[src/sv/modbus_force_frame_to_scaled_int16_macros.svh]
// assertion helpers
`ifndef MODBUS_FORCE_FRAME_TO_SCALED_INT16_MACROS_SVH
`define MODBUS_FORCE_FRAME_TO_SCALED_INT16_MACROS_SVH
`define MF_ASSERT_IMPL(label, clk, rst_n, a, c, msg) \
    label: assert property (@(posedge clk) disable iff (!rst_n) (a) |-> (c)) else $error(msg);
`define MF_ASSERT_NEXT(label, clk, rst_n, a, c, msg) \
    label: assert property (@(posedge clk) disable iff (!rst_n) (a) |=> (c)) else $error(msg);
`endif

[src/sv/mfs_pkg.sv]
`default_nettype none
package mfs_pkg;
    localparam logic [4:0] FrameLen   = 5'd29;
    localparam logic [7:0] ByteCntOk  = 8'h18;
    localparam logic [7:0] FuncCodeOk = 8'h04;
    localparam logic [7:0] StationRst = 8'h01;

    typedef enum logic [1:0] {
        ST_OK        = 2'd0,
        ST_BAD_LEN   = 2'd1,
        ST_BAD_COUNT = 2'd2,
        ST_BAD_FUNC  = 2'd3
    } t_status;

    // x*100 in single precision (rne), then saturate/truncate to int16
    function automatic logic [15:0] scale_word(input logic [31:0] bits);
        logic        sgn;
        logic [7:0]  ex;
        logic [23:0] man;
        logic [30:0] prod;
        logic [23:0] rm;
        logic        rnd;
        logic [24:0] rsum;
        logic [8:0]  e2;
        logic [23:0] m2;
        logic [9:0]  sh;
        logic [15:0] mag;
        logic [15:0] res;
        sgn = bits[31];
        ex  = bits[30:23];
        man = {(ex != 8'd0), bits[22:0]};
        res = 16'd0;
        if (ex == 8'hFF && bits[22:0] != 23'd0) begin
            res = 16'd0;
        end else if (ex == 8'hFF) begin
            res = sgn ? 16'h8000 : 16'h7FFF;
        end else begin
            prod = man * 7'd100;
            // normalize product to 24 bits, product < 2^31
            if (prod[30]) begin
                rm  = prod[30:7];
                rnd = prod[6] & ((|prod[5:0]) | prod[7]);
                e2  = {1'b0, ex} + 9'd7;
            end else if (prod[29]) begin
                rm  = prod[29:6];
                rnd = prod[5] & ((|prod[4:0]) | prod[6]);
                e2  = {1'b0, ex} + 9'd6;
            end else begin
                // subnormal input: value far below 1, result truncates to 0
                rm  = prod[28:5];
                rnd = 1'b0;
                e2  = 9'd0;
            end
            rsum = {1'b0, rm} + {24'd0, rnd};
            if (rsum[24]) begin
                m2 = rsum[24:1];
                e2 = e2 + 9'd1;
            end else begin
                m2 = rsum[23:0];
            end
            // value = m2 * 2^(e2-150); int part when e2 >= 127
            if (ex == 8'd0 || e2 < 9'd127) begin
                mag = 16'd0;
                res = 16'd0;
            end else if (e2 > 9'd141) begin
                res = sgn ? 16'h8000 : 16'h7FFF;
            end else begin
                sh  = 10'd150 - {1'b0, e2};
                mag = 16'(m2 >> sh[4:0]);
                if (!sgn) res = mag[15] ? 16'h7FFF : mag;
                else res = (mag > 16'd32768) ? 16'h8000 : (16'd0 - mag);
            end
        end
        return res;
    endfunction
endpackage
`default_nettype wire

[src/sv/modbus_force_frame_to_scaled_int16.sv]
// Modbus RTU read-input-registers response parser: one byte per cycle, each
// accepted byte is registered and its float (on the fourth byte) scaled in one
// pass, so the input takes a byte every cycle. A good 29-byte frame gives a
// force result then a moment result; a bad frame one status result. The
// results of a frame enter a two-entry output queue when its registered
// frame-end byte leaves stage 1. The two results of a good frame leave that
// queue one after the other, while bytes keep flowing meanwhile; the input
// stalls only when a registered frame-end byte finds no room in that queue
// for its results.
`default_nettype none
`include "modbus_force_frame_to_scaled_int16_macros.svh"
module modbus_force_frame_to_scaled_int16 (
    input  wire logic        i_clk,
    input  wire logic        i_rst_n,
    input  wire logic        i_valid,
    output logic             o_ready,
    input  wire logic [7:0]  i_rx_byte,
    input  wire logic        i_frame_end,
    input  wire logic        i_cfg_valid,
    output logic             o_cfg_ready,
    input  wire logic [7:0]  i_cfg_data,
    output logic             o_valid,
    input  wire logic        i_ready,
    output logic             o_frame_kind,
    output logic signed [15:0] o_value_x,
    output logic signed [15:0] o_value_y,
    output logic signed [15:0] o_value_z,
    output logic [1:0]       o_status,
    output logic             o_station_mismatch,
    output logic             o_last
);
    typedef struct packed {
        logic        kind;
        logic [15:0] x, y, z;
        logic [1:0]  status;
        logic        mism;
        logic        last;
    } t_res;

    logic [7:0]  r_station;
    logic [4:0]  r_pos;
    logic [7:0]  r_addr, r_func, r_cnt;
    logic [23:0] r_fb;
    logic [15:0] r_sv [6];
    // stage 1: registered byte
    logic        r_s1_v;
    logic [7:0]  r_s1_b;
    logic        r_s1_end;
    logic [4:0]  r_s1_pos;
    // output queue of two results
    t_res        r_q [2];
    logic [1:0]  r_cnt_q;

    logic        acc, pop;
    logic        s1_emit;
    logic        s1_go;
    logic        s1_fire;
    logic [1:0]  q_after;
    logic [1:0]  s1_n;
    t_res        res0, res1;
    logic [15:0] scaled;
    logic [4:0]  p;
    logic        mism;

    assign o_cfg_ready = i_rst_n;
    // a frame-end byte leaves stage 1 only when its results fit the queue
    assign q_after = r_cnt_q - {1'b0, pop};
    assign s1_go   = !r_s1_v || !r_s1_end || ({1'b0, q_after} + {1'b0, s1_n} <= 3'd2);
    assign s1_fire = r_s1_v && s1_go;
    assign o_ready = i_rst_n && s1_go;
    assign acc = i_valid && o_ready;
    assign pop = o_valid && i_ready;

    always_ff @(posedge i_clk) begin
        if (!i_rst_n) begin
            r_station <= mfs_pkg::StationRst;
        end else if (i_cfg_valid) begin
            r_station <= i_cfg_data;
        end
    end

    always_ff @(posedge i_clk) begin
        if (!i_rst_n) begin
            r_pos  <= '0;
            r_s1_v <= 1'b0;
        end else begin
            r_s1_v <= acc || (r_s1_v && !s1_go);
            if (acc) begin
                r_s1_pos <= r_pos;
                if (i_frame_end) r_pos <= '0;
                else if (r_pos != 5'd31) r_pos <= r_pos + 5'd1;
            end
        end
        if (acc) begin
            r_s1_b   <= i_rx_byte;
            r_s1_end <= i_frame_end;
        end
    end

    assign p      = r_s1_pos - 5'd3;
    assign scaled = mfs_pkg::scale_word({r_fb, r_s1_b});

    always_ff @(posedge i_clk) begin
        if (!i_rst_n) begin
            r_addr <= '0; r_func <= '0; r_cnt <= '0; r_fb <= '0;
        end else if (s1_fire) begin
            case (r_s1_pos)
                5'd0: r_addr <= r_s1_b;
                5'd1: r_func <= r_s1_b;
                5'd2: r_cnt  <= r_s1_b;
                default: begin
                    if (r_s1_pos >= 5'd3 && r_s1_pos <= 5'd26) begin
                        if (p[1:0] != 2'd3) r_fb <= {r_fb[15:0], r_s1_b};
                    end
                end
            endcase
        end
    end

    always_ff @(posedge i_clk) begin
        if (s1_fire && r_s1_pos >= 5'd3 && r_s1_pos <= 5'd26 && p[1:0] == 2'd3)
            r_sv[3'(p[4:2])] <= scaled;
    end

    // result formation uses state as of the frame-end byte
    always_comb begin
        mism = (r_addr != r_station);
        res0 = '0;
        res1 = '0;
        s1_n = 2'd0;
        res0.last = 1'b1;
        if (r_s1_pos + 5'd1 != mfs_pkg::FrameLen) begin
            res0.status = mfs_pkg::ST_BAD_LEN;
            s1_n = 2'd1;
        end else if (r_cnt != mfs_pkg::ByteCntOk) begin
            res0.status = mfs_pkg::ST_BAD_COUNT;
            s1_n = 2'd1;
        end else if (r_func != mfs_pkg::FuncCodeOk) begin
            res0.status = mfs_pkg::ST_BAD_FUNC;
            res0.mism = mism;
            s1_n = 2'd1;
        end else begin
            res0 = '{kind: 1'b0, x: r_sv[0], y: r_sv[1], z: r_sv[2],
                     status: mfs_pkg::ST_OK, mism: mism, last: 1'b0};
            res1 = '{kind: 1'b1, x: r_sv[3], y: r_sv[4], z: r_sv[5],
                     status: mfs_pkg::ST_OK, mism: mism, last: 1'b1};
            s1_n = 2'd2;
        end
    end
    assign s1_emit = s1_fire && r_s1_end;

    always_ff @(posedge i_clk) begin
        if (!i_rst_n) begin
            r_cnt_q <= '0;
        end else begin
            r_cnt_q <= q_after + (s1_emit ? s1_n : 2'd0);
            if (s1_emit && q_after == 2'd0) begin
                r_q[0] <= res0;
                r_q[1] <= res1;
            end else if (s1_emit) begin
                if (pop) r_q[0] <= r_q[1];
                r_q[1] <= res0;
            end else if (pop) begin
                r_q[0] <= r_q[1];
            end
        end
    end

    assign o_valid            = (r_cnt_q != 2'd0);
    assign o_frame_kind       = r_q[0].kind;
    assign o_value_x          = r_q[0].x;
    assign o_value_y          = r_q[0].y;
    assign o_value_z          = r_q[0].z;
    assign o_status           = r_q[0].status;
    assign o_station_mismatch = r_q[0].mism;
    assign o_last             = r_q[0].last;

    `MF_ASSERT_IMPL(a_no_overflow, i_clk, i_rst_n, s1_emit && s1_n == 2'd2,
        q_after == 2'd0, "queue overflow")
    `MF_ASSERT_IMPL(a_status_last, i_clk, i_rst_n, o_valid && o_status != mfs_pkg::ST_OK,
        o_last, "status result must be last")
    `MF_ASSERT_NEXT(a_pos_reset, i_clk, i_rst_n, acc && i_frame_end,
        r_pos == 5'd0, "position not cleared")
endmodule
`default_nettype wire

[config.mk]
export PLATFORM = sky130hd
export DESIGN_NAME = modbus_force_frame_to_scaled_int16
export DESIGN_NICKNAME = d
export VERILOG_FILES = /design/src/sv/mfs_pkg.sv /design/src/sv/modbus_force_frame_to_scaled_int16.sv
export VERILOG_INCLUDE_DIRS = /design/src /design/src/sv
export SDC_FILE = /design/constraint.sdc
export NUM_CORES = 1
export LEC_CHECK = 0
export ABC_AREA = 1
export BUFFER_PORTS_ARGS = -buffer_cell sky130_fd_sc_hd__buf_4
export CAP_MARGIN = 15
export CORE_MARGIN = 5
export CORE_UTILIZATION = 63
export CTS_CLUSTER_DIAMETER = 60
export DETAILED_ROUTE_END_ITERATION = 6
export GPL_ROUTABILITY_DRIVEN = 0
export PLACE_DENSITY_LB_ADDON = 0.15
export SETUP_SLACK_MARGIN = 0.02
export SYNTH_ARGS = -nofsm -noshare
export SYNTH_HDL_FRONTEND = slang
export SYNTH_SLANG_ARGS = --single-unit
[constraint.sdc]
create_clock -name i_clk -period 11.2 [get_ports i_clk]
set_input_delay 0 -clock i_clk [delete_from_list [all_inputs] [get_ports i_clk]]
set_output_delay 0 -clock i_clk [all_outputs]
set_load 0.05 [all_outputs]
Word-level counts from Yosys, hierarchy flattened

Memory sizes are Yosys's and may differ from the RTL's.
Cells that the tools add are included.

Multiply operators: 1
Bitwise logic cells: 8
Multiplexer cells: 65
Magnitude comparators: 6
Add/sub/neg operators: 12
Equality and inequality tests: 10
Reduce and logical (&&, ||, !) cells: 35
Shift-type cells: 1

Operators with widths:

| cell                    | number |
|---|---|
| $mux W53                | 6 |
| $mux W24                | 7 |
| $mux W16                | 7 |
| $mux W48                | 2 |
| $mux W9                 | 7 |
| $mux W49                | 1 |
| $mul A24 B5 Y29 const B | 1 |
| $add A24 B1 Y25         | 1 |
| $shr A24 B5 Y16         | 1 |
| $mux W1                 | 23 |
| $reduce_bool A23 Y1     | 1 |
| $add A8 B3 Y9 const B   | 2 |
| $gt A16 B16 Y1 const B  | 1 |
| $mux W2                 | 8 |
| $sub A1 B16 Y16 const A | 1 |
| $mux W15                | 1 |
| $logic_and A1 B1 Y1     | 12 |
| $add A5 B1 Y5 const B   | 2 |
| $mux W5                 | 2 |
| $ne A5 B5 Y1 const B    | 2 |
| $reduce_and A2 Y1       | 5 |
| $add A9 B1 Y9 const B   | 1 |
| $gt A9 B8 Y1 const B    | 1 |
| $lt A9 B7 Y1 const B    | 1 |
| other kinds (30)        | 42 |

Output and inout port bits: 56
Bits in writable memories: 202
Bits of input ports: 22
Memories kept: 2
Register bits after elaboration: 78
Word-level logic and storage cells: 151

Memory list:

| memory | depth | bits a word | rd ports | clocked after memory_dff | wr ports | RTL line                                 | RTL |
|---|---|---|---|---|---|---|---|
| r_q    | 2     | 53          | 2        | 0                        | 2        | modbus_force_frame_to_scaled_int16.sv:51 | `t_res r_q [2];` |
| r_sv   | 6     | 16          | 6        | 0                        | 1        | modbus_force_frame_to_scaled_int16.sv:44 | `logic [15:0] r_sv [6];` |

Depth between registers and ports, before layout

Gate-level depths: netlist of run 1.

Word-level depth: 22
Depth in mapped cells: 57
Gate-level depth less buffers: 52

Least setup slack after synthesis of run 1

OpenSTA, ideal clock, no wires.

Kind: register -> register
Start: register r_fb[16]
End: memory r_sv[0][10] (data pin)
Clock period less this slack: 8.009 ns
Slack: 3.191 ns
Setup time: 0.202 ns
Arrival time: 7.808 ns
Path buffers: 8
Data required time: 10.998 ns
Cell stages (with the launch flop): 54
Cell sequence: dfxtp_1 inv_1 ha_1 nand2_1 nor3_1 nand4_1 ha_1 inv_1 ha_1 ha_1 ha_1 nand4_1 nor2_1 nand3_1 nand3_1 nand2_1 nand2_2 buf_4 [18 not listed] buf_1 nand3_1 nand3_1 nand3_1 nand3_1 nand2_1 inv_2 ha_1 nand3_1 nor2_2 nand2_2 nor2_4 nand2_2 nand3_2 nand2_1 o21ai_1 nand2_1 a21oi_1

Cells in the longest elaborated chain, start to end: 19
Elaborated cells on any way between the ends: 41
Those cells by class: add/sub: 6; mul: 1; order compare: 3; eq/ne: 1; shift: 1; mux: 25; reduce/logical: 4

RTL lines:

| what                                              | RTL line                                  | RTL |
|---|---|---|
| start: declaration                                | modbus_force_frame_to_scaled_int16.sv:43  | `logic [23:0] r_fb;` |
| start signal: assignment                          | modbus_force_frame_to_scaled_int16.sv:113 | `if (p[1:0] != 2'd3) r_fb <= {r_fb[15:0], r_s1_b};` |
| $reduce_bool A8 Y1                                | mfs_pkg.sv:31                             | `man = {(ex != 8'd0), bits[22:0]};` |
| $mul A24 B5 Y29                                   | mfs_pkg.sv:38                             | `prod = man * 7'd100;` |
| $mux W24 (tied with other cells)                  | mfs_pkg.sv:44                             | `end else if (prod[29]) begin` |
| $mux W24 (tied with other cells)                  | mfs_pkg.sv:40                             | `if (prod[30]) begin` |
| $mux W24 (tied with other cells)                  | mfs_pkg.sv:35                             | `end else if (ex == 8'hFF) begin` |
| $mux W24 (tied with other cells)                  | mfs_pkg.sv:33                             | `if (ex == 8'hFF && bits[22:0] != 23'd0) begin` |
| $add A24 B1 Y25 or $add A9 B1 Y9 (tied branches)  | mfs_pkg.sv:54, mfs_pkg.sv:57              |  |
| $mux W9                                           | mfs_pkg.sv:55                             | `if (rsum[24]) begin` |
| [4 not listed]                                    | --                                        |  |
| $sub A1 B16 Y16 or $gt A16 B16 Y1 (tied branches) | mfs_pkg.sv:71                             | `else res = (mag > 16'd32768) ? 16'h8000 : (16'd0 - mag);` |
| $mux W16                                          | mfs_pkg.sv:71                             |  |
| $mux W16                                          | mfs_pkg.sv:70                             | `if (!sgn) res = mag[15] ? 16'h7FFF : mag;` |
| $mux W16                                          | mfs_pkg.sv:65                             | `end else if (e2 > 9'd141) begin` |
| $mux W16                                          | mfs_pkg.sv:62                             | `if (ex == 8'd0 \|\| e2 < 9'd127) begin` |
| $mux W16                                          | mfs_pkg.sv:35                             |  |
| $mux W16 (*)                                      | mfs_pkg.sv:33                             |  |
| via scaled[10]                                    | modbus_force_frame_to_scaled_int16.sv:61  | `logic [15:0] scaled;` |
| end: declaration                                  | modbus_force_frame_to_scaled_int16.sv:44  |  |

Mark *: on every way through the listed nets, which the timed path passes. The rest lies on a longest branch. The select of a mux whose other input is x is not followed.

Worst setup path after layout of run 1

Start: register r_s1_b[6]
End: memory r_sv[4][6] (data pin)

Cells in the longest elaborated chain, start to end: 18
Elaborated cells on any way between the ends: 37
Those cells by class: add/sub: 4; mul: 1; order compare: 3; shift: 1; mux: 25; reduce/logical: 3

RTL lines:

| what                                              | RTL line                                 | RTL |
|---|---|---|
| start: declaration                                | modbus_force_frame_to_scaled_int16.sv:47 | `logic [7:0] r_s1_b;` |
| start signal: assignment                          | modbus_force_frame_to_scaled_int16.sv:95 | `r_s1_b <= i_rx_byte;` |
| $mul A24 B5 Y29                                   | mfs_pkg.sv:38                            |  |
| $mux W24 (tied with other cells)                  | mfs_pkg.sv:44                            |  |
| $mux W24 (tied with other cells)                  | mfs_pkg.sv:40                            |  |
| $mux W24 (tied with other cells)                  | mfs_pkg.sv:35                            |  |
| $mux W24 (tied with other cells)                  | mfs_pkg.sv:33                            |  |
| $add A24 B1 Y25 or $add A9 B1 Y9 (tied branches)  | mfs_pkg.sv:54, mfs_pkg.sv:57             |  |
| $mux W9                                           | mfs_pkg.sv:55                            |  |
| $mux W9                                           | mfs_pkg.sv:35                            |  |
| [3 not listed]                                    | --                                       |  |
| $sub A1 B16 Y16 or $gt A16 B16 Y1 (tied branches) | mfs_pkg.sv:71                            |  |
| $mux W16                                          | mfs_pkg.sv:71                            |  |
| $mux W16                                          | mfs_pkg.sv:70                            |  |
| $mux W16                                          | mfs_pkg.sv:65                            |  |
| $mux W16                                          | mfs_pkg.sv:62                            |  |
| $mux W16                                          | mfs_pkg.sv:35                            |  |
| $mux W16 (*)                                      | mfs_pkg.sv:33                            |  |
| via scaled[6]                                     | modbus_force_frame_to_scaled_int16.sv:61 |  |

Marked as above.

==> flow_metrics.env, run 1 <==
export IMPL_finalSetupViolCount=0
export IMPL_post_layout_instance_area_sq_um=20300
export IMPL_slew_viol_final=0
export IMPL_layout_worst_path_cycle_share_pct=83.9
export IMPL_final_layout_size_suffix_gt1_share_pct=9.00
export IMPL_fmaxAchievable_mhz=106
export IMPL_fp_row_count=62
export IMPL_synth_edff_count=216
export IMPL_drtAntennaViolNets=0
export IMPL_crit_slowest_cell="sky130_fd_sc_hd__inv_1"
export IMPL_cts_root_to_sink_buffers=3
export IMPL_multiInputGateArea_sq_um=9030
export IMPL_power_net_switching_mw=1.81
export IMPL_post_synth_instance_area_sq_um=18400
export IMPL_route_detailed_vias_per_inst=5.72
export IMPL_share_clk_of_total_power_pct=20.2
export IMPL_rsz_0062_raised_after_global_routing="false"
export IMPL_finish_cell_count_without_fillers=2839
export IMPL_pwr_density_cell_nw_per_um2=198
export IMPL_crit_type="reg2reg"
export IMPL_clkSlewWorstSetupHoldPaths_ns=0.07
export IMPL_post_synth_cell_area_avg_sq_um=7.77
export IMPL_timing_critical_path_mode_cell="sky130_fd_sc_hd__inv_1"
export IMPL_drt_total_wl_mm=46.9
export IMPL_clkLatencyLatePin_ns=0.53
export IMPL_cts_tree="built"
export IMPL_syn_to_final_growth_pct=10.3
export IMPL_worst_hold_path_type="in2reg"
export IMPL_numPortBuffers=77
export IMPL_worstPathRequired_ns=11.45
export IMPL_synth_fp_nets=2508
export IMPL_dp_cells=2759
export IMPL_first_global_vias=15100
export IMPL_initial_utilization_pct=63.9
export IMPL_fin_skew_ns=0.0260
export IMPL_io_pins=78
export IMPL_first_pass_grt_wire_length_mm=76.0
export IMPL_ir_drop_worst_vdd_v=0.000126
export IMPL_htree_num_levels=1
export IMPL_global_route_usage_total_pct=28.0
export IMPL_die_y_um=181
export IMPL_synth_warning_count=0
export IMPL_timing_setup_tns_ns=0
export IMPL_initial_antenna_violation_count=0
export IMPL_place_detailed_hpwl_mm=33.5
export IMPL_max_cap_violations=0
export IMPL_power_frac_seq_pct=30.0
export IMPL_regArea_sq_um=7770
export IMPL_n_fill_cell=2274
export IMPL_leak_pwr_nw=9.22
export IMPL_dieArea_sq_um=32700
export IMPL_ctsRootBufferMaster="sky130_fd_sc_hd__clkbuf_16"
export IMPL_max_stage_delay_ns=0.54
export IMPL_asyncSetResetFlopFracSynth_pct=0
export IMPL_netlist_cell_type_count=51
export IMPL_die_x_um=181
export IMPL_diodes=0
export IMPL_yosys_register_bits=280
export IMPL_combinationalPowerShare_pct=49.8
export IMPL_period_needed_ns=9.40
export IMPL_grt_max_degree=100
export IMPL_final_common_cell="sky130_fd_sc_hd__nand2_1"
export IMPL_critical_path_arrival_ns=9.65
export IMPL_crit_path_max_fanout=27
export IMPL_outcome="finished, final reports clean"
export IMPL_post_layout_total_power_mw=4.02
export IMPL_timing_hold_ws_ns=0.187
export IMPL_post_cts_buffers=0
export IMPL_cts_resized=0
export IMPL_vias=16200
export IMPL_hold_viol_final=0
export IMPL_dpl_instance_area_sq_um=19200
export IMPL_grt_overflow=0
export IMPL_p_int_mw=2.21
export IMPL_detail_route_first_pass_iterations=6
export IMPL_final_net_count=2581
export IMPL_worst_setup_path_end_kind="register"
export IMPL_power_switching_fraction_pct=45.0
export IMPL_cts_hold_fix_buffers=35
export IMPL_synthesis_instances=2364
export IMPL_placeable_core_region_sq_um=28800
export IMPL_cts_num_sinks=280
export IMPL_post_drt_wl_per_cell_um=16.5
export IMPL_worstSetupStartpointType="register"
export IMPL_synth_main_ff_cell="sky130_fd_sc_hd__edfxtp_1"
export IMPL_number_of_cts_inserted_buffers=25
export IMPL_relSlewSlack_pct=23.4
export IMPL_drc=0
export IMPL_layout_cells_most_common_list="sky130_fd_sc_hd__nand2_1, sky130_fd_sc_hd__inv_1, sky130_fd_sc_hd__nand3_1"
export IMPL_synth_seq_area_share_pct=42.3
export IMPL_tightest_pin_transition_ns=1.15
export IMPL_detail_route_iter0_violations=1783
## per-layer routing
| layer | track usage, % | share of wire, % | up-vias |
|---|---|---|---|
| met1 | 37.1 | 41 | 7438 |
| met4 | 9.86 | 3.7 | 0 |
| met3 | 2.53 | 6.9 | 136 |
| li1 | - | - | 7928 |
| met2 | 48.5 | 49 | 736 |
| met5 | 0 | 0 | - |
## logic make-up (layout without fill, tap and decap cells)
kind of cell    after synthesis  count (layout)  share of synthesized area, %
compound gates              356             356                          10.1
xor+xnor                     38              38                          1.91
fa+ha+maj                   122             122                          9.12
buf+inv                     397             488                          8.84
flops                       280             280                          42.3
simple gates               1171            1171                          27.7
## metrics by stage
step,setup WS (ns),utilization [%]
after floorplan,3.19,-
after global placement,2.38,66.5
after detailed placement,2.02,66.5
after CTS,1.98,70.4
after global routing,1.01,70.4
final,1.80,70.4
## state kept, by name (all words and copies together) (netlist names), 2 cells and up
register and cells:
r_q 106, r_sv 96, r_fb 24, r_addr 8, r_cnt 8, r_func 8, r_s1_b 8, r_station 8
r_pos 5, r_s1_pos 5, r_cnt_q 2
## final timing paths
| kind | from | to | slack (ns) | cells after the start |
|---|---|---|---|---|
| max | r_s1_b[6]$_DFFE_PP_ | r_sv[4][6]$_DFFE_PP_ | 1.80 | 46 |
| min | i_rx_byte[6] | r_s1_b[6]$_DFFE_PP_ | 0.19 | 2 |
| max reg2reg | r_s1_b[6]$_DFFE_PP_ | r_sv[4][6]$_DFFE_PP_ | 1.80 | 46 |
| min reg2reg | r_pos[3]$_SDFFE_PN0P_ | r_s1_pos[3]$_DFFE_PP_ | 0.50 | 0 |
## synth_stat cells (11+ instances only)
library cell               instances  share of area (%)
sky130_fd_sc_hd__o21ai_0         179                4.9
sky130_fd_sc_hd__a21oi_1         139                3.8
sky130_fd_sc_hd__dfxtp_1          64                7.0
sky130_fd_sc_hd__xor2_1           23                1.1
sky130_fd_sc_hd__inv_2            12               0.25
sky130_fd_sc_hd__nor2_2           11               0.37
sky130_fd_sc_hd__inv_1           303                6.2
sky130_fd_sc_hd__edfxtp_1        216                 35
sky130_fd_sc_hd__nand4_1          29               0.99
sky130_fd_sc_hd__nand2_1         653                 13
sky130_fd_sc_hd__ha_1            102                6.9
sky130_fd_sc_hd__xnor2_1          14               0.67
sky130_fd_sc_hd__buf_2            11               0.30
sky130_fd_sc_hd__nand2_2          25               0.85
sky130_fd_sc_hd__o21ai_1          11               0.30
sky130_fd_sc_hd__nor3_1           20               0.54
sky130_fd_sc_hd__nor2_1          160                3.3
sky130_fd_sc_hd__nand3_1         230                6.3
sky130_fd_sc_hd__fa_1             20                2.2
sky130_fd_sc_hd__clkbuf_1         47               0.96
## power groups by stage
stage | clock network, mW | logic (mW) | registers (mW)
finish | 0.812 | 2.00 | 1.20
global route | 0.864 | 2.22 | 1.21
CTS | 0.816 | 1.95 | 1.20
detailed placement | 0 | 1.93 | 1.23
global placement | 0 | 1.90 | 1.22
floorplan | 0 | 1.42 | 1.31
## layout make-up
| cell class | count | area share (%) |
|---|---|---|
| clock buffers | 30 | 3.28 |
| clock inverters | 15 | 0.518 |
| inverters | 318 | 5.93 |
| multi-input cells | 1687 | 44.5 |
| flip-flops and latches | 280 | 38.3 |
| well taps | 384 | 2.37 |
| repair buffers | 125 | 5.06 |
## worst max-delay path, delay by kind of cell, from the launching register on
kind                     cells  cell delay (ns)
adder cells (fa/ha/maj)      7             2.34
AND/OR/NAND/NOR             24             3.74
AO/OA/AOI/OAI                5             1.08
buffers and inverters       10             1.45
flip-flops                   1             0.51
No activity file was read; power rests on OpenSTA's default activity.
==> run 2: changes to the inputs <==
--- a/config.mk
+++ b/config.mk
@@ -6,11 +6,11 @@
 export SDC_FILE = /design/constraint.sdc
 export NUM_CORES = 1
 export LEC_CHECK = 0
-export ABC_AREA = 1
+export ABC_AREA = 0
 export BUFFER_PORTS_ARGS = -buffer_cell sky130_fd_sc_hd__buf_4
 export CAP_MARGIN = 15
 export CORE_MARGIN = 5
-export CORE_UTILIZATION = 63
+export CORE_UTILIZATION = 57
 export CTS_CLUSTER_DIAMETER = 60
 export DETAILED_ROUTE_END_ITERATION = 6
 export GPL_ROUTABILITY_DRIVEN = 0
==> constraint.sdc (replaced) <==
create_clock -name i_clk -period 7.8 [get_ports i_clk]
set_input_delay 0 -clock i_clk [delete_from_list [all_inputs] [get_ports i_clk]]
set_output_delay 0 -clock i_clk [all_outputs]
set_load 0.05 [all_outputs]
==> flow_metrics.env, run 2 <==
export IMPL_outcome="finished with violations"
export IMPL_failing_checks="negative setup slack"
export IMPL_drtAntennaViolNets=0
export IMPL_critical_path_reg2reg_startpoint="r_s1_b[5]$_DFFE_PP_"
export IMPL_layout_cells_most_common_list="sky130_fd_sc_hd__buf_4, sky130_fd_sc_hd__nand2_1, sky130_fd_sc_hd__edfxtp_1"
export IMPL_finalSetupViolCount=96
export IMPL_clkSlewWorstSetupHoldPaths_ns=0.06
export IMPL_finalCoreUtilization_pct=77.0
export IMPL_global_route_usage_total_pct=30.2
export IMPL_io_pins=78
export IMPL_relSlewSlack_pct=19.8
export IMPL_power_frac_seq_pct=35.1
export IMPL_detail_route_iter0_violations=2068
export IMPL_pwr_density_cell_nw_per_um2=206
export IMPL_place_detailed_hpwl_mm=37.7
export IMPL_post_synth_instance_area_sq_um=18300
export IMPL_yosys_register_bits=280
export IMPL_drc=0
export IMPL_netlist_cell_type_count=103
export IMPL_ff2ff_setup_slack_ns=-0.86
export IMPL_synth_warning_count=0
export IMPL_power_switching_fraction_pct=35.1
export IMPL_final_net_count=2530
export IMPL_ctsRootBufferMaster="sky130_fd_sc_hd__clkbuf_16"
export IMPL_initial_antenna_violation_count=0
export IMPL_die_y_um=189
export IMPL_power_net_switching_mw=1.76
export IMPL_placeable_core_region_sq_um=31600
export IMPL_timing_critical_path_mode_cell="sky130_fd_sc_hd__ha_4"
export IMPL_n_fill_cell=2045
export IMPL_worstHoldPathCells=2
export IMPL_crit_path_max_fanout=6
export IMPL_fp_row_count=65
export IMPL_first_global_vias=17000
export IMPL_cts_num_sinks=280
export IMPL_yosysTopAreaCell="sky130_fd_sc_hd__edfxtp_1"
export IMPL_synth_most_common_cell="sky130_fd_sc_hd__nand2_1"
export IMPL_vias=17200
export IMPL_synth_seq_area_share_pct=42.5
export IMPL_critical_path_reg2reg_endpoint="r_sv[4][15]$_DFFE_PP_"
export IMPL_dieArea_sq_um=35800
export IMPL_synth_edff_count=216
export IMPL_ir_drop_worst_vdd_v=0.000173
export IMPL_initial_utilization_pct=57.8
export IMPL_route_detailed_vias_per_inst=6.13
export IMPL_detail_route_first_pass_iterations=6
export IMPL_dpl_instance_area_sq_um=22000
export IMPL_post_drt_wl_per_cell_um=20.4
export IMPL_share_clk_of_total_power_pct=25.2
export IMPL_drt_total_wl_mm=57.2
export IMPL_max_stage_delay_ns=0.54
export IMPL_asyncSetResetFlopFracSynth_pct=0
export IMPL_number_of_cts_inserted_buffers=29
export IMPL_post_layout_instance_area_sq_um=24400
export IMPL_slew_viol_final=0
export IMPL_synth_top_area_share_pct=35.5
export IMPL_post_synth_cell_area_avg_sq_um=9.38
export IMPL_worst_setup_path_end_kind="register"
export IMPL_worst_r2r_cell_count=39
export IMPL_htree_num_levels=1
export IMPL_diodes=0
export IMPL_p_int_mw=3.25
export IMPL_post_place_ws_ns=-0.861
export IMPL_final_layout_size_suffix_gt1_share_pct=30.9
export IMPL_synth_main_ff_cell="sky130_fd_sc_hd__edfxtp_1"
export IMPL_grt_max_degree=104
export IMPL_grt_overflow=0
export IMPL_final_common_cell="sky130_fd_sc_hd__buf_4"
export IMPL_crit_slowest_cell="sky130_fd_sc_hd__edfxtp_1"
export IMPL_crit_type="reg2reg"
export IMPL_critical_path_arrival_ns=8.89
export IMPL_worstPathRequired_ns=8.03
export IMPL_syn_to_final_growth_pct=33.3
export IMPL_tightest_pin_transition_ns=1.20
export IMPL_hold_path_endpoint="r_s1_v$_SDFF_PN0_"
export IMPL_worst_hold_path_type="in2reg"
export IMPL_finalWorstSetupSlack_ns=-0.856
export IMPL_max_flop_register="r_q"
export IMPL_fmaxAchievable_mhz=116
export IMPL_synth_top_cells_by_area="sky130_fd_sc_hd__edfxtp_1, sky130_fd_sc_hd__dfxtp_1, sky130_fd_sc_hd__ha_1"
export IMPL_min_from="i_rst_n"
export IMPL_clkLatencyLatePin_ns=0.54
export IMPL_layout_worst_path_cycle_share_pct=111
export IMPL_rsz_0062_raised_after_global_routing="true"
export IMPL_period_needed_ns=8.66
export IMPL_largest_reg_flops=106
export IMPL_numPortBuffers=77
export IMPL_synthesis_instances=1949
export IMPL_synth_top_cells_by_count="sky130_fd_sc_hd__nand2_1, sky130_fd_sc_hd__edfxtp_1, sky130_fd_sc_hd__o21ai_0"
export IMPL_leak_pwr_nw=9.82
export IMPL_first_pass_grt_wire_length_mm=88.5
export IMPL_fin_skew_ns=0.0255
export IMPL_die_x_um=189
export IMPL_cts_root_to_sink_buffers=3
export IMPL_max_cap_violations=0
export IMPL_hold_viol_final=0
export IMPL_synth_fp_nets=2093
export IMPL_cts_tree="built"
export IMPL_worstSetupStartpointType="register"
export IMPL_combinationalPowerShare_pct=39.7
-- run 2: cells by family (layout without fill, tap and decap cells) --
kind of cell    Yosys count  count (layout)  share of synthesized area [%]
compound gates          498             498                           18.2
mux                      56              56                           3.20
fa+ha+maj               122             122                           9.17
simple gates            726             726                           19.2
buf+inv                 196             649                           4.30
flops                   280             280                           42.5
xor+xnor                 71              71                           3.44
-- run 2: power groups by stage --
stage,registers (mW),logic [mW],clock network (mW)
finish,1.76,1.99,1.26
CTS,1.76,1.89,1.27
floorplan,1.96,0.988,0
global route,1.77,2.13,1.34
detailed placement,1.79,1.78,0
global placement,1.78,1.74,0
-- run 2: area by class of cell --
cell class | count | area (sq um) | share of cell area, %
Timing Repair Buffer | 512 | 4020 | 16.5
Tap cell | 402 | 503 | 2.06
Clock inverter | 7 | 42.5 | 0.175
Multi-Input combinational cell | 1473 | 10900 | 44.6
Clock buffer | 40 | 808 | 3.32
Sequential cell | 280 | 7790 | 31.9
Inverter | 90 | 340 | 1.40
-- run 2: worst max-delay path by stage --
stage / from / to / slack, ns / cells after the start
2_1_floorplan: r_fb[15]$_SDFFE_PN0P_ / r_sv[0][7]$_DFFE_PP_ / -1.52 / 49
3_3_place_gp: r_s1_b[7]$_DFFE_PP_ / r_sv[0][7]$_DFFE_PP_ / -0.55 / 38
3_5_place_dp: r_s1_b[5]$_DFFE_PP_ / r_sv[3][7]$_DFFE_PP_ / -0.86 / 37
4_1_cts: r_s1_b[5]$_DFFE_PP_ / r_sv[5][7]$_DFFE_PP_ / -0.52 / 38
5_1_grt: r_s1_b[4]$_DFFE_PP_ / r_sv[1][7]$_DFFE_PP_ / -1.13 / 39
6_report: r_s1_b[5]$_DFFE_PP_ / r_sv[4][15]$_DFFE_PP_ / -0.86 / 39
-- run 2: through the flow --
| stage | power (mW) | cells | hold slack [ns] | TNS, ns |
|---|---|---|---|---|
| floorplan | 2.94 | 1949 | 0.0989 | -133.93 |
| global placement | 3.53 | 2670 | 0.179 | -44.47 |
| detailed placement | 3.57 | 2670 | 0.180 | -71.89 |
| CTS | 4.91 | 2779 | 0.0178 | -39.09 |
| global route | 5.24 | 2804 | 0.0441 | -96.57 |
| finish | 5.01 | 2804 | 0.0236 | -67.45 |
-- run 2: worst max-delay path, delay by kind of cell, from the launching register on --
| kind | cells | cell delay (ns) |
|---|---|---|
| AND/OR/NAND/NOR | 11 | 2.16 |
| buffers and inverters | 7 | 0.86 |
| AO/OA/AOI/OAI | 11 | 2.55 |
| flip-flops | 1 | 0.54 |
| adder cells (fa/ha/maj) | 7 | 1.77 |
| XOR/XNOR | 2 | 0.27 |
| multiplexers | 1 | 0.20 |
-- run 2: layer usage --
layer	track usage (%)	wire length, um	up-vias
met5	0	0	-
met4	10.3	2190	0
met3	4.41	4270	170
met2	52.5	28000	831
met1	38.8	22700	8261
li1	-	-	7940
-- run 2: what timing repair did --
item / 4_1_cts / 5_1_grt
setup endpoints to repair: 96 / 96
pin swaps: 63 / 37
hold buffers: 27 / 0
resized for setup: 59 / 85
setup buffers: 35 / 27
gates cloned: 0 / 0
hold endpoints to repair: 28 / 0
==> run 3: changes to the inputs <==
--- a/config.mk
+++ b/config.mk
@@ -15,7 +15,6 @@
 export DETAILED_ROUTE_END_ITERATION = 6
 export GPL_ROUTABILITY_DRIVEN = 0
 export PLACE_DENSITY_LB_ADDON = 0.15
-export SETUP_SLACK_MARGIN = 0.02
 export SYNTH_ARGS = -nofsm -noshare
 export SYNTH_HDL_FRONTEND = slang
 export SYNTH_SLANG_ARGS = --single-unit
==> constraint.sdc (replaced) <==
create_clock -name i_clk -period 7.5 [get_ports i_clk]
set_input_delay 0 -clock i_clk [delete_from_list [all_inputs] [get_ports i_clk]]
set_output_delay 0 -clock i_clk [all_outputs]
set_load 0.05 [all_outputs]
==> flow_metrics.env, run 3 (synthesis gave the netlist of run 2 again) <==
export IMPL_outcome="finished with violations"
export IMPL_failing_checks="negative setup slack"
export IMPL_diodes=0
export IMPL_layout_worst_path_cycle_share_pct=115
export IMPL_io_pins=78
export IMPL_pwr_density_cell_nw_per_um2=217
export IMPL_crit_type="reg2reg"
export IMPL_crit_slowest_cell="sky130_fd_sc_hd__fa_1"
export IMPL_route_detailed_vias_per_inst=6.12
export IMPL_fin_skew_ns=0.0176
export IMPL_worst_r2r_cell_count=39
export IMPL_initial_antenna_violation_count=0
export IMPL_post_layout_instance_area_sq_um=24400
export IMPL_post_drt_wl_per_cell_um=20.1
export IMPL_drc=0
export IMPL_placeable_core_region_sq_um=31600
export IMPL_final_common_cell="sky130_fd_sc_hd__buf_4"
export IMPL_relSlewSlack_pct=22.2
export IMPL_die_y_um=189
export IMPL_fp_row_count=65
export IMPL_detail_route_iter0_violations=1933
export IMPL_detail_route_first_pass_iterations=6
export IMPL_global_route_usage_total_pct=29.6
export IMPL_multiInputGateArea_sq_um=10800
export IMPL_ir_drop_worst_vdd_v=0.000216
export IMPL_timing_setup_tns_ns=-100.09
export IMPL_drtAntennaViolNets=0
export IMPL_clkLatencyLatePin_ns=0.55
export IMPL_worst_setup_path_end_kind="register"
export IMPL_finish_cell_count_without_fillers=2824
export IMPL_worstSetupStartpointType="register"
export IMPL_leak_pwr_nw=9.86
export IMPL_timing_critical_path_mode_cell="sky130_fd_sc_hd__ha_4"
export IMPL_slew_viol_final=0
export IMPL_grt_max_degree=104
export IMPL_crit_path_max_fanout=6
export IMPL_max_cap_violations=0
export IMPL_period_needed_ns=8.66
export IMPL_max_stage_delay_ns=0.54
export IMPL_final_layout_size_suffix_gt1_share_pct=31.4
export IMPL_final_net_count=2544
export IMPL_post_layout_total_power_mw=5.29
export IMPL_fmaxAchievable_mhz=115
export IMPL_cts_tree="built"
export IMPL_grt_overflow=0
export IMPL_die_x_um=189
export IMPL_numPortBuffers=77
export IMPL_cts_root_to_sink_buffers=3
export IMPL_worstPathRequired_ns=7.78
export IMPL_dpl_instance_area_sq_um=22300
export IMPL_clkSlewWorstSetupHoldPaths_ns=0.06
export IMPL_worstHoldPathCells=2
export IMPL_largest_reg_flops=106
export IMPL_rsz_0062_raised_after_global_routing="true"
export IMPL_finalWorstSetupSlack_ns=-1.16
export IMPL_htree_num_levels=1
export IMPL_max_flop_register="r_q"
export IMPL_layout_cells_most_common_list="sky130_fd_sc_hd__buf_4, sky130_fd_sc_hd__nand2_1, sky130_fd_sc_hd__edfxtp_1"
export IMPL_hold_viol_final=0
export IMPL_regArea_sq_um=7790
export IMPL_worst_hold_path_type="in2reg"
export IMPL_dieArea_sq_um=35800
export IMPL_first_global_vias=16800
export IMPL_n_fill_cell=2039
export IMPL_cts_num_sinks=280
export IMPL_tightest_pin_transition_ns=1.17
export IMPL_finalSetupViolCount=96
export IMPL_critical_path_arrival_ns=8.94
export IMPL_initial_utilization_pct=57.8
export IMPL_first_pass_grt_wire_length_mm=87.6
export IMPL_timing_hold_ws_ns=0.0178
export IMPL_vias=17300
export IMPL_post_place_ws_ns=-1.06
export IMPL_number_of_cts_inserted_buffers=28
export IMPL_syn_to_final_growth_pct=33.5
export IMPL_drt_total_wl_mm=56.6
export IMPL_finalCoreUtilization_pct=77.2
export IMPL_dp_cells=2698
export IMPL_place_detailed_hpwl_mm=38.4
export IMPL_ctsRootBufferMaster="sky130_fd_sc_hd__clkbuf_16"
run 3: cell types whose count changed in the layout (fill, tap and decap cells not counted), sizes merged:
cell      delta
buf         +15
bufinv       +2
clkbuf       -3
clkinvlp     +2
clkinv       +4
run 3: power breakdown:
group	internal, mW	switching [mW]
sequential	1.79	0.0432
combinational	0.862	1.22
clock	0.799	0.581
total	3.45	1.84
run 3: worst paths after layout:
check                                             end                   from  slack (ns)
worst max-delay path            r_sv[1][14]$_DFFE_PP_    r_s1_b[3]$_DFFE_PP_       -1.16
worst min-delay path                r_s1_v$_SDFF_PN0_                i_rst_n        0.02
worst max register to register  r_sv[1][14]$_DFFE_PP_    r_s1_b[3]$_DFFE_PP_       -1.16
worst min register to register  r_s1_pos[4]$_DFFE_PP_  r_pos[4]$_SDFFE_PN0P_        0.50
run 3: worst max-delay path: cells and delay by family (launching register included):
kind / cells / cell delay (ns)
compound gates: 11 / 2.41
fa+ha+maj: 7 / 1.94
simple gates: 10 / 1.64
mux: 3 / 0.80
buf+inv: 6 / 0.75
flops: 1 / 0.53
xor+xnor: 2 / 0.30
run 3: per-layer routing:
| layer | GRT usage (%) | wire, um | part of all wire (%) |
|---|---|---|---|
| met1 | 39.6 | 23000 | 41 |
| met2 | 52.1 | 27800 | 49 |
| met3 | 2.62 | 3960 | 7.0 |
| met4 | 7.96 | 1840 | 3.3 |
| met5 | 0 | 0 | 0 |
run 3: repair_timing:
item / in CTS / in global routing
gates resized for setup: 50 / 60
buffers inserted: 29 / 18
setup endpoints to repair: 96 / 96
hold buffers: 27 / 0
pin swaps: 39 / 55
hold endpoints to repair: 28 / 0
run 3: area by class of cell:
| class | count | share of cell area, % |
|---|---|---|
| inverter | 90 | 1.39 |
| tap | 402 | 2.06 |
| multi-input combinational | 1473 | 44.2 |
| sequential | 280 | 31.9 |
| clock inverter | 15 | 0.559 |
| clock buffer | 37 | 3.18 |
| timing repair buffer | 527 | 16.7 |
